[src/rtl/core/dma_controller_register_file_assert.svh]
// assertion macros shared by the dma register file modules
// expects aclk and aresetn in the scope of each use
`ifndef DMA_CONTROLLER_REGISTER_FILE_ASSERT_SVH
`define DMA_CONTROLLER_REGISTER_FILE_ASSERT_SVH

// same-cycle implication
`define DCRF_ASSERT_NOW(label, ante, cons) \
    label: assert property (@(posedge aclk) disable iff (!aresetn) (ante) |-> (cons)) \
        else $error("dcrf assertion failed");

// next-cycle implication
`define DCRF_ASSERT_NEXT(label, ante, cons) \
    label: assert property (@(posedge aclk) disable iff (!aresetn) (ante) |=> (cons)) \
        else $error("dcrf assertion failed");

`endif

[src/rtl/core/dcrf_pkg.sv]
// types and constants of the dma controller register file
// no dependencies
`timescale 1ns / 1ps

package dcrf_pkg;

    localparam int NUM_CHANNELS = 7;
    localparam int CH_W = 3;

    localparam logic [6:0] OFF_OTC_CTRL = 7'h68;
    localparam logic [6:0] OFF_PRIO     = 7'h70;
    localparam logic [6:0] OFF_IRQ      = 7'h74;

    localparam logic [3:0] REG_OFF_ADDR  = 4'h0;
    localparam logic [3:0] REG_OFF_BLOCK = 4'h4;
    localparam logic [3:0] REG_OFF_CTRL  = 4'h8;

    localparam logic [CH_W-1:0] CH_NONE = 3'd7;
    localparam logic [CH_W-1:0] CH_OTC  = 3'd6;

    localparam logic [31:0] PRIO_RESET     = 32'h0765_4321;
    localparam logic [31:0] OTC_WRITE_MASK = 32'h5100_0000;
    localparam logic [31:0] CTL_WRITE_MASK = 32'h7177_0703;
    localparam logic [31:0] CTL_DONE_CLEAR = 32'h1100_0000;
    localparam logic [31:0] OTC_FORCED     = 32'h0000_0002;
    localparam logic [31:0] IRQ_KEEP_MASK  = 32'hff00_0000;
    localparam logic [31:0] IRQ_ACK_MASK   = 32'h7f00_0000;
    localparam logic [31:0] IRQ_WRITE_MASK = 32'h00ff_803f;

    // channels that can run a transfer: 0, 2, 3, 4 and otc
    localparam logic [NUM_CHANNELS-1:0] START_MASK = 7'b101_1101;

    localparam logic [1:0] MODE_MANUAL = 2'd0;
    localparam logic [1:0] MODE_BLOCK  = 2'd1;

    typedef logic [2:0] sel_t;
    localparam sel_t SEL_ADDR  = 3'd0;
    localparam sel_t SEL_BLOCK = 3'd1;
    localparam sel_t SEL_CTRL  = 3'd2;
    localparam sel_t SEL_OTC   = 3'd3;
    localparam sel_t SEL_PRIO  = 3'd4;
    localparam sel_t SEL_IRQ   = 3'd5;
    localparam sel_t SEL_BAD   = 3'd6;

    typedef struct packed {
        logic            is_write;
        sel_t            sel;
        logic [CH_W-1:0] ch;
    } acc_t;

    typedef struct packed {
        logic [31:0]     rdata;
        logic            irq_level;
        logic            irq_rise;
        logic            start_valid;
        logic [CH_W-1:0] start_channel;
        logic            start_direction;
        logic [1:0]      start_sync_mode;
        logic            start_backward;
        logic [23:0]     start_address;
        logic [31:0]     start_words;
        logic            error;
    } res_t;

endpackage

[src/rtl/core/dcrf_decode.sv]
// address decode of one bus access into a register select and channel
// depends on dcrf_pkg
`timescale 1ns / 1ps

module dcrf_decode
    import dcrf_pkg::*;
(
    input  logic       func,
    input  logic [6:0] offset,
    output acc_t       acc
);

    logic [CH_W-1:0] ch;
    logic [3:0]      reg_off;

    assign ch      = offset[6:4];
    assign reg_off = offset[3:0];

    always_comb begin
        acc.is_write = func;
        acc.sel      = SEL_BAD;
        if (offset == OFF_PRIO) begin
            acc.sel = SEL_PRIO;
        end else if (offset == OFF_IRQ) begin
            acc.sel = SEL_IRQ;
        end else if (func && offset == OFF_OTC_CTRL) begin
            acc.sel = SEL_OTC;
        end else if (ch != CH_NONE) begin
            case (reg_off)
                REG_OFF_ADDR:  acc.sel = SEL_ADDR;
                REG_OFF_BLOCK: acc.sel = SEL_BLOCK;
                REG_OFF_CTRL:  acc.sel = SEL_CTRL;
                default:       acc.sel = SEL_BAD;
            endcase
        end
        // keep the array index inside the channel range
        acc.ch = (ch == CH_NONE) ? '0 : ch;
    end

endmodule

[src/rtl/core/dcrf_core.sv]
// channel, priority and interrupt registers with the access result logic
// depends on dcrf_pkg and dma_controller_register_file_assert.svh
`timescale 1ns / 1ps
`include "dma_controller_register_file_assert.svh"

module dcrf_core
    import dcrf_pkg::*;
(
    input  logic        aclk,
    input  logic        aresetn,
    input  logic        proc,
    input  acc_t        acc,
    input  logic [31:0] wdata,
    output res_t        res
);

    logic [23:0] addr_reg [NUM_CHANNELS];
    logic [31:0] block_reg [NUM_CHANNELS];
    logic [31:0] ctrl_reg [NUM_CHANNELS];
    logic [31:0] prio_reg;
    logic [31:0] irq_reg;

    logic [31:0] ctrl_next;
    logic [31:0] irq_next;
    logic [31:0] ctl_new;
    logic [31:0] irq_tmp;
    logic [31:0] blk;
    logic [31:0] prod;
    logic [NUM_CHANNELS-1:0] irq_en;
    logic [1:0]  mode;
    logic        start_req;
    logic        fire;
    logic        refresh;
    logic        lvl;

    assign blk    = block_reg[acc.ch];
    assign prod   = blk[15:0] * blk[31:16];
    assign irq_en = irq_reg[16 +: NUM_CHANNELS];

    always_comb begin
        if (acc.sel == SEL_OTC) begin
            ctl_new = (wdata & OTC_WRITE_MASK) | OTC_FORCED;
        end else begin
            ctl_new = wdata & CTL_WRITE_MASK;
        end
        mode = ctl_new[10:9];

        start_req = 1'b0;
        if (acc.is_write && acc.sel == SEL_OTC) begin
            start_req = ctl_new[24] && ctl_new[28];
        end else if (acc.is_write && acc.sel == SEL_CTRL) begin
            start_req = ctl_new[24] && (ctl_new[28] || mode != MODE_MANUAL);
        end
        fire = start_req && START_MASK[acc.ch];

        ctrl_next = fire ? (ctl_new & ~CTL_DONE_CLEAR) : ctl_new;

        // interrupt register update, then level refresh on an irq write or on a start that sets a flag
        refresh = 1'b0;
        irq_tmp = irq_reg;
        if (acc.is_write && acc.sel == SEL_IRQ) begin
            irq_tmp = ((irq_reg & IRQ_KEEP_MASK) & ~(wdata & IRQ_ACK_MASK))
                      | (wdata & IRQ_WRITE_MASK);
            refresh = 1'b1;
        end else if (fire && irq_en[acc.ch]) begin
            irq_tmp[24 +: NUM_CHANNELS] = irq_reg[24 +: NUM_CHANNELS]
                | (NUM_CHANNELS'(1) << acc.ch);
            refresh = 1'b1;
        end
        lvl = irq_tmp[15] | (irq_tmp[23] & (|(irq_tmp[22:16] & irq_tmp[30:24])));
        irq_next = {refresh ? lvl : irq_tmp[31], irq_tmp[30:0]};

        res = '0;
        if (!acc.is_write) begin
            case (acc.sel)
                SEL_PRIO:  res.rdata = prio_reg;
                SEL_IRQ:   res.rdata = irq_reg;
                SEL_ADDR:  res.rdata = {8'd0, addr_reg[acc.ch]};
                SEL_BLOCK: res.rdata = blk;
                SEL_CTRL:  res.rdata = ctrl_reg[acc.ch];
                default:   res.rdata = '0;
            endcase
        end
        res.irq_level = irq_next[31];
        res.irq_rise  = refresh & ~irq_tmp[31] & lvl;
        res.error     = (acc.sel == SEL_BAD) || (start_req && !fire);
        if (fire) begin
            res.start_valid     = 1'b1;
            res.start_channel   = acc.ch;
            res.start_direction = ctl_new[0];
            res.start_sync_mode = mode;
            res.start_backward  = ctl_new[1];
            res.start_address   = addr_reg[acc.ch];
            case (mode)
                MODE_MANUAL: res.start_words = {16'd0, blk[15:0]};
                MODE_BLOCK:  res.start_words = prod;
                default:     res.start_words = '0;
            endcase
        end
    end

    always_ff @(posedge aclk) begin
        if (!aresetn) begin
            for (int i = 0; i < NUM_CHANNELS; i++) begin
                addr_reg[i]  <= '0;
                block_reg[i] <= '0;
                ctrl_reg[i]  <= '0;
            end
            prio_reg <= PRIO_RESET;
            irq_reg  <= '0;
        end else if (proc) begin
            irq_reg <= irq_next;
            if (acc.is_write) begin
                case (acc.sel)
                    SEL_ADDR:  addr_reg[acc.ch]  <= wdata[23:0];
                    SEL_BLOCK: block_reg[acc.ch] <= wdata;
                    SEL_CTRL:  ctrl_reg[acc.ch]  <= ctrl_next;
                    SEL_OTC:   ctrl_reg[acc.ch]  <= ctrl_next;
                    SEL_PRIO:  prio_reg          <= wdata;
                    default:   ;
                endcase
            end
        end
    end

    `DCRF_ASSERT_NOW(a_irq_level_consistent, 1'b1,
        irq_reg[31] == (irq_reg[15] | (irq_reg[23] & (|(irq_reg[22:16] & irq_reg[30:24])))))
    `DCRF_ASSERT_NEXT(a_start_clears_enable, proc && fire && acc.ch == CH_OTC,
        !ctrl_reg[CH_OTC][24])
    `DCRF_ASSERT_NOW(a_error_no_start, proc && res.error, !res.start_valid)

endmodule

[src/rtl/core/dma_controller_register_file.sv]
// channel          | direction | accepted when      | payload
// s_ (bus access)  | in        | s_tvalid&s_tready  | tuser func, tdata offset/wdata
// m_ (access res.) | out       | m_tvalid&m_tready  | tuser flags, tdata read/start data
// one access per cycle sustained while m_tready holds; an item waits in the input register
// until it can advance, and its result is then registered into the output register
// register updates happen on the edge the item leaves the input register
// the input side keeps taking items while a result waits, until both stages are full
// synchronous active-low reset restores core regs and valid flags; no clearing pass
// top level of the dma controller register file
// depends on dcrf_pkg, dcrf_decode, dcrf_core and the assertion macro header
`timescale 1ns / 1ps
`include "dma_controller_register_file_assert.svh"

module dma_controller_register_file
    import dcrf_pkg::*;
(
    input  logic         aclk,
    input  logic         aresetn,
    input  logic         s_tvalid,
    output logic         s_tready,
    input  logic [39:0]  s_tdata,   // offset[6:0], wdata[38:7], zero pad
    input  logic         s_tuser,   // func
    output logic         m_tvalid,
    input  logic         m_tready,
    output logic [103:0] m_tdata,   // rdata, irq_level, irq_rise, start_channel,
                                    // start_direction, start_sync_mode, start_backward,
                                    // start_address, start_words, zero pad
    output logic [1:0]   m_tuser    // start_valid, error
);

    logic        in_vld_reg;
    logic        in_func_reg;
    logic [6:0]  in_off_reg;
    logic [31:0] in_wdata_reg;
    logic        out_vld_reg;
    res_t        out_res_reg;
    logic        advance;
    acc_t        acc;
    res_t        res;

    assign advance  = in_vld_reg && (!out_vld_reg || m_tready);
    assign s_tready = !in_vld_reg || advance;

    dcrf_decode u_decode (
        .func   (in_func_reg),
        .offset (in_off_reg),
        .acc    (acc)
    );

    dcrf_core u_core (
        .aclk    (aclk),
        .aresetn (aresetn),
        .proc    (advance),
        .acc     (acc),
        .wdata   (in_wdata_reg),
        .res     (res)
    );

    always_ff @(posedge aclk) begin
        if (!aresetn) begin
            in_vld_reg  <= 1'b0;
            out_vld_reg <= 1'b0;
        end else begin
            if (s_tready) begin
                in_vld_reg <= s_tvalid;
            end
            if (advance) begin
                out_vld_reg <= 1'b1;
            end else if (m_tready) begin
                out_vld_reg <= 1'b0;
            end
        end
    end

    always_ff @(posedge aclk) begin
        if (s_tready && s_tvalid) begin
            in_func_reg  <= s_tuser;
            in_off_reg   <= s_tdata[6:0];
            in_wdata_reg <= s_tdata[38:7];
        end
        if (advance) begin
            out_res_reg <= res;
        end
    end

    assign m_tvalid = out_vld_reg;
    assign m_tdata  = {7'd0,
                       out_res_reg.start_words,
                       out_res_reg.start_address,
                       out_res_reg.start_backward,
                       out_res_reg.start_sync_mode,
                       out_res_reg.start_direction,
                       out_res_reg.start_channel,
                       out_res_reg.irq_rise,
                       out_res_reg.irq_level,
                       out_res_reg.rdata};
    assign m_tuser  = {out_res_reg.error, out_res_reg.start_valid};

    `DCRF_ASSERT_NEXT(a_advance_fills_output, advance, m_tvalid)
    `DCRF_ASSERT_NOW(a_start_without_error, m_tvalid && m_tuser[0], !m_tuser[1])
    `DCRF_ASSERT_NOW(a_rise_implies_level, m_tvalid && m_tdata[33], m_tdata[32])
    `DCRF_ASSERT_NOW(a_error_reads_zero, m_tvalid && m_tuser[1], m_tdata[31:0] == 32'd0)

endmodule
[config.mk]
export PLATFORM = sky130hd
export DESIGN_NAME = dma_controller_register_file
export DESIGN_NICKNAME = d
export VERILOG_FILES = /design/src/rtl/core/dcrf_pkg.sv /design/src/rtl/core/dcrf_decode.sv /design/src/rtl/core/dcrf_core.sv /design/src/rtl/core/dma_controller_register_file.sv
export VERILOG_INCLUDE_DIRS = /design/src /design/src/rtl/core
export SDC_FILE = /design/constraint.sdc
export NUM_CORES = 2
export LEC_CHECK = 0
export BUFFER_PORTS_ARGS = -buffer_cell sky130_fd_sc_hd__buf_2
export CAP_MARGIN = 20
export CORE_ASPECT_RATIO = 2
export CORE_UTILIZATION = 60
export DETAILED_ROUTE_END_ITERATION = 6
export GPL_ROUTABILITY_DRIVEN = 0
export PLACE_DENSITY_LB_ADDON = 0.12
export SETUP_SLACK_MARGIN = 0.2
export SYNTH_ARGS = -nofsm -noshare
export SYNTH_HDL_FRONTEND = slang
export SYNTH_SLANG_ARGS = --single-unit
[constraint.sdc]
create_clock -name aclk -period 7.9 [get_ports aclk]
set_input_delay 1.185 -clock aclk [delete_from_list [all_inputs] [get_ports aclk]]
set_output_delay 1.185 -clock aclk [all_outputs]
set_load 0.05 [all_outputs]
-- Word level (Yosys, flattened, before mapping)
Memories as Yosys holds them, arrays and structs flattened.
Cells that the tools add are included.
- register bits after elaboration: 205
- memory bits (writable): 609
- bits in read-only memories: 8
- bits of input ports: 45
- output and inout bits: 108
- logic and storage cells: 136
- memories: 4
- multiply operators: 1
- magnitude comparators: 1
- equal/unequal tests: 14
- shifts and indexed selects: 1
- mux-type cells: 56
- bitwise gates (word level): 11
- reductions and logical operators: 29
- memories (name ; depth ; bits a word ; rd ports ; clocked after memory_dff ; write ports ; RTL line ; RTL):
    u_core.block_reg ; 7 ; 32 ; 1 ; 0 ; 7 ; dcrf_core.sv:18 ; logic [31:0] block_reg [NUM_CHANNELS];
    u_core.ctrl_reg ; 7 ; 31 ; 1 ; 0 ; 7 ; dcrf_core.sv:19 ; logic [31:0] ctrl_reg [NUM_CHANNELS];
    u_core.addr_reg ; 7 ; 24 ; 1 ; 0 ; 7 ; dcrf_core.sv:17 ; logic [23:0] addr_reg [NUM_CHANNELS];
    (name not given) ; 8 ; 1 ; 1 ; 0 ; 0 ; dcrf_core.sv:54 ; fire = start_req && START_MASK[acc.ch];
- operators with widths (operator ; count):
    case mux 32 bit (5 select lines) ; 1
    2-to-1 mux 64 bit ; 1
    case mux 32 bit (2 select lines) ; 1
    2-to-1 mux 31 bit ; 2
    2-to-1 mux 24 bit ; 2
    2-to-1 mux 1 bit ; 34
    AND 32 bit ; 1
    multiplier 16 x 16 -> 32 bit ; 1
    2-to-1 mux 32 bit ; 1
    inverter 31 -> 32 bit ; 1
    OR 32 x 24 -> 32 bit ; 1
    OR reduction 32 bit ; 1
    OR reduction 31 bit ; 1
    2-to-1 mux 30 bit ; 1
    2-to-1 mux 29 bit ; 1
    2-to-1 mux 3 bit ; 8
    OR reduction 24 bit ; 1
    == test 7 bit, second input constant ; 3
    2-to-1 mux 7 bit ; 2
    == test 3 bit, second input constant ; 4
    logical AND 1 bit ; 11
    case mux 3 bit (3 select lines) ; 1
    AND 7 bit ; 1
    OR 7 bit ; 1
    21 further kinds ; 31

-- Logic depth before layout (Yosys ltp)
- depth after elaboration: 22
- depth in mapped cells: 31
- gate-level depth less buffers: 28

-- Modules after synthesis
From an unflattened synthesis, not the netlist that was laid out.
- cell total of the unflattened synthesis: 3498
- area, all modules: 40860.4 um2
- by module, submodules not included (module ; instances ; cells an instance ; area an instance (um2) ; seq. area each (um2)):
    dcrf_core ; 1 ; 3330 ; 36443.7 ; 17446.7
    dma_controller_register_file ; 1 ; 156 ; 4334.2 ; 4214.0
    dcrf_decode ; 1 ; 12 ; 82.6 ; 0.0

-- Least setup slack after synthesis
No wires, ideal clock.
- path type: register to register
- from: register in_off_reg[5]
- to: register out_res_reg (netlist bit m_tdata[94]), data pin
- setup time: 266 ps
- arrival: 6900 ps
- data required time: 7634 ps
- path slack: 734 ps
- cell stages (with the launch flop): 28
- path buffers: 4
- clock period less this slack: 7166 ps
- cell sequence: edfxtp_1 > buf_4 > a21oi_2 > buf_6 > buf_6 > mux4_2 > o22ai_1 > a21oi_2 > buf_2 > nand2_1 > fa_1 > fa_1 > fa_1 > fa_1 > inv_1 > fa_1 > inv_1 > fa_1 > inv_1 > ha_1 > a211oi_1 > o21bai_1 > a32o_1 > a31o_2 > o21ai_0 > o21ai_0 > xnor2_1 > nor2_1
- longest elaborated chain between the ends: 13
- elaborated cells on any way between the ends: 29
- classes of those cells: mul (1); eq/ne (8); mux (10); reduce/logical (8); memory (2)
- ends and longest elaborated chain (element ; RTL line ; RTL):
    from (decl) ; dma_controller_register_file.sv:33 ; logic [6:0] in_off_reg;
    from (signal assigned) ; dma_controller_register_file.sv:78 ; in_off_reg <= s_tdata[6:0];
    parallel branches: the longest is 13 deep, another holds memory read (7 x 32 bit) ; -- ;
    to (signal assigned) ; dma_controller_register_file.sv:82 ; out_res_reg <= res;
    to (decl) ; dma_controller_register_file.sv:36 ; res_t out_res_reg;
Parallel ways; which one is timed is not known. The select of a mux whose other input is x is not followed.
A chain may end at the register's enable or synchronous reset.

-- Worst setup path in the final report
- from: register in_off_reg[6]
- to: register out_res_reg (netlist bit m_tdata[93]), data pin
Same word-level chain as after synthesis.

==> results.sh <==
export IMPL_multiInputGateArea_um2=17700
export IMPL_synth_edf_count=565
export IMPL_n_fill_cell=4688
export IMPL_startpoint_type="flop"
export IMPL_antenna_cells=0
export IMPL_synth_area_leaders="edfxtp_1 (44%), fa_1 (10%), dfxtp_1 (6.6%), nand2_1 (5.2%), nor2_1 (3.7%)"
export IMPL_drv_slew=0
export IMPL_min_period_ns=7.66
export IMPL_rsz0062_at_grt="yes"
export IMPL_track_usage=0.392
export IMPL_dp_hpwl_um=84200
export IMPL_p_int_mw=9.63
export IMPL_core_um2=63900
export IMPL_dieArea_um2=65800
export IMPL_final_net_count=4056
export IMPL_violations="DRC"
export IMPL_crit_buf_inv=11
export IMPL_cap_violations=0
export IMPL_synth_seq_area_share=0.503
export IMPL_hold_depth=2
export IMPL_grt_first_pass_wirelength_um=187000
export IMPL_power_frac_clock=0.186
export IMPL_ys_flop_type="edfxtp_1"
export IMPL_fmax_mhz=131
export IMPL_dp_cells=4419
export IMPL_port_buffers=144
export IMPL_yosysWarnings=0
export IMPL_cts_buffers=58
export IMPL_antenna_found_initial=2
export IMPL_syn_to_final_growth_pct=13.1
export IMPL_dpl_worst_slack_ns=-0.210
export IMPL_clockRootBuffer="clkbuf_16"
export IMPL_cp_depth=30
export IMPL_required_ns=8.29
export IMPL_p_switching_mw=6.72
export IMPL_crit_family="adder cells"
export IMPL_avgSynthCellArea_um2=11.0
export IMPL_synth_distinct_cells=75
export IMPL_row_count=131
export IMPL_cp_slowest_cell="edfxtp_1"
export IMPL_dr_total_vias=29900
export IMPL_cpMostUsedCell="fa_1"
export IMPL_drt_iter0_markers=3520
export IMPL_clockBufferDepth=3
export IMPL_worstPathMaxFanout=18
export IMPL_ant_nets=0
export IMPL_drt_wl_total_um=128000
export IMPL_r2r_cells=30
export IMPL_clock_sinks=693
export IMPL_end_kind="flop"
export IMPL_post_route_period_util=0.970
export IMPL_cpPeakStageDelay_ns=0.55
export IMPL_drive_above_1_share=0.181
export IMPL_p_leak_nw=17.8
export IMPL_relSlewSlack=0.260
export IMPL_cts_max_level=2
export IMPL_die_height_um=362
export IMPL_start_util=0.607
export IMPL_finalHoldViolations=0
export IMPL_syn_instance_count=3540
export IMPL_cts_tree="built"
export IMPL_hp_class="flop to flop"
export IMPL_peakVddDrop_mv=0.488
export IMPL_die_w_um=182
export IMPL_clock_latency_ns=0.66
export IMPL_cp_arrival_ns=8.05
export IMPL_fin_ws_ns=0.239
export IMPL_netlist_area_leader_share=0.437
export IMPL_largest_register_ffs=224
export IMPL_yosys_register_bits=693
export IMPL_synth_top_cell_by_area="edfxtp_1"
export IMPL_grt_overflow=0
export IMPL_hold_buffers=0
export IMPL_fin_skew_ns=0.0319
export IMPL_critical_path_class="flop to flop"
export IMPL_drc=2
export IMPL_grt_max_degree=84
export IMPL_postSynth_asyncResetShare=0
export IMPL_setup_violations=0
export IMPL_p_seq_frac=0.253
export IMPL_p_per_area_nw_per_um2=373
export IMPL_p_sw_frac=0.411
export IMPL_worst_slew_pin_slew_ns=1.11
export IMPL_tns_ns=0
export IMPL_status="finished, violations left"
export IMPL_io_pins=153
export IMPL_vias_per_cell=6.56
export IMPL_wl_per_cell_um=28.1
export IMPL_firstDrtPassIters=7
export IMPL_syn_area_um2=38800
export IMPL_grt_pass1_vias=30900
export IMPL_p_comb_frac=0.560
export IMPL_register_area_um2=19500
export IMPL_fin_cells=4560
export IMPL_clk_pin_slew_ns=0.07
## stage by stage
stage | power [mW] | area [µm²] | util | hold slack (ns)
floorplan | 8.94 | 38800 | - | 0.438
global placement | 12.1 | 41100 | 0.643 | 0.447
detailed placement | 12.3 | 41100 | 0.643 | 0.458
CTS | 15.4 | 43200 | 0.676 | 0.467
global route | 17.2 | 43900 | 0.686 | 0.486
finish | 16.4 | 43900 | 0.686 | 0.467
## routing by layer
metal  GRT usage  vias up  wire (µm)
met5           0        -         13
met4       0.340        2      12900
met3      0.0638      694      12000
met2       0.674     2110      62800
met1       0.417    14600      40300
li1            -    12500          -
## cell type report
cell class / count / share of cell area
flip-flops and latches: 693 / 0.445
multi-input cells: 2299 / 0.403
repair buffers: 354 / 0.0580
clock buffers: 71 / 0.0351
inverters: 307 / 0.0263
well taps: 798 / 0.0228
clock inverters: 38 / 0.0102
## cells by family (layout without fill, tap and decap cells)
kind of cell	count (synthesis)	after routing	share of synthesized area
flip-flops	693	693	0.503
other	1	7	0.0000966
AO/OA/AOI/OAI	483	483	0.0868
AND/OR/NAND/NOR	1283	1283	0.148
multiplexers	202	202	0.0646
buffers and inverters	554	770	0.0582
adder cells (fa/ha/maj)	298	298	0.134
XOR/XNOR	26	26	0.00587
## cell usage in the layout (no fill, tap or decap), drive strengths merged, types with 9 or more instances in the layout
master / n
xor2: 13
and3: 106
xnor2: 13
a21oi: 82
inv: 321
o21a: 10
mux2: 75
a22o: 11
buf: 353
fa: 194
edfxtp: 565
a211oi: 12
nand2: 535
o221ai: 32
and2: 133
a21boi: 94
a21o: 16
ha: 104
o22ai: 61
nand2b: 10
nand3: 28
nor2b: 28
mux2i: 96
clkbuf: 72
a22oi: 12
nor2: 380
dfxtp: 128
mux4: 31
o211ai: 17
a222oi: 15
clkinv: 15
or2: 9
a221oi: 17
nor3: 27
o21ai: 58
a31oi: 13
## final timing paths
path	slack (ns)	startpoint	endpoint
max reg2reg	0.24	in_off_reg[6]	m_tdata[93]
max	0.24	in_off_reg[6]	m_tdata[93]
min reg2reg	0.47	u_core.addr_reg[6][15]	u_core.addr_reg[6][15]
min	0.47	u_core.addr_reg[6][15]	u_core.addr_reg[6][15]
## worst reg2reg max path: cells and delay by family (launching register included)
kind,cells,cell delay (ns)
adders and majority gates,7,3.29
buffers and inverters,11,1.40
AOI/OAI and AO/OA,8,1.23
DFF,1,0.55
muxes,1,0.54
and+or+nand+nor,2,0.27
xor gates and xnor gates,1,0.13
## Yosys cell counts (all sizes together) (11+ instances only)
master  count
o221ai     32
mux2i      96
mux4       31
a22o       11
nand3      28
a21oi      82
buf        95
nor2b      28
a211oi     12
xnor2      13
nand2     535
xor2       13
nor3       27
a31oi      13
nor2      380
a21boi     94
and3      106
edfxtp    565
mux2       75
inv       307
fa        194
a21o       16
ha        104
a221oi     17
dfxtp     128
a22oi      12
o21ai      58
a222oi     15
and2      133
o22ai      61
o211ai     17
clkbuf    152
## power by group through the flow
stage / Clock, mW / Sequential, mW / Combinational (mW)
floorplan: 0 / 4.27 / 4.68
global placement: 0 / 4.21 / 7.93
detailed placement: 0 / 4.22 / 8.08
CTS: 3.05 / 4.14 / 8.17
global route: 3.17 / 4.15 / 9.84
finish: 3.05 / 4.14 / 9.16
## repair_timing
item	CTS	global route
pin swaps	2	33
gates resized for setup	9	94
cloned	0	1
setup endpoints to repair	15	18
buffers inserted	8	22
Note: power is estimated with default switching activity, not from simulation.
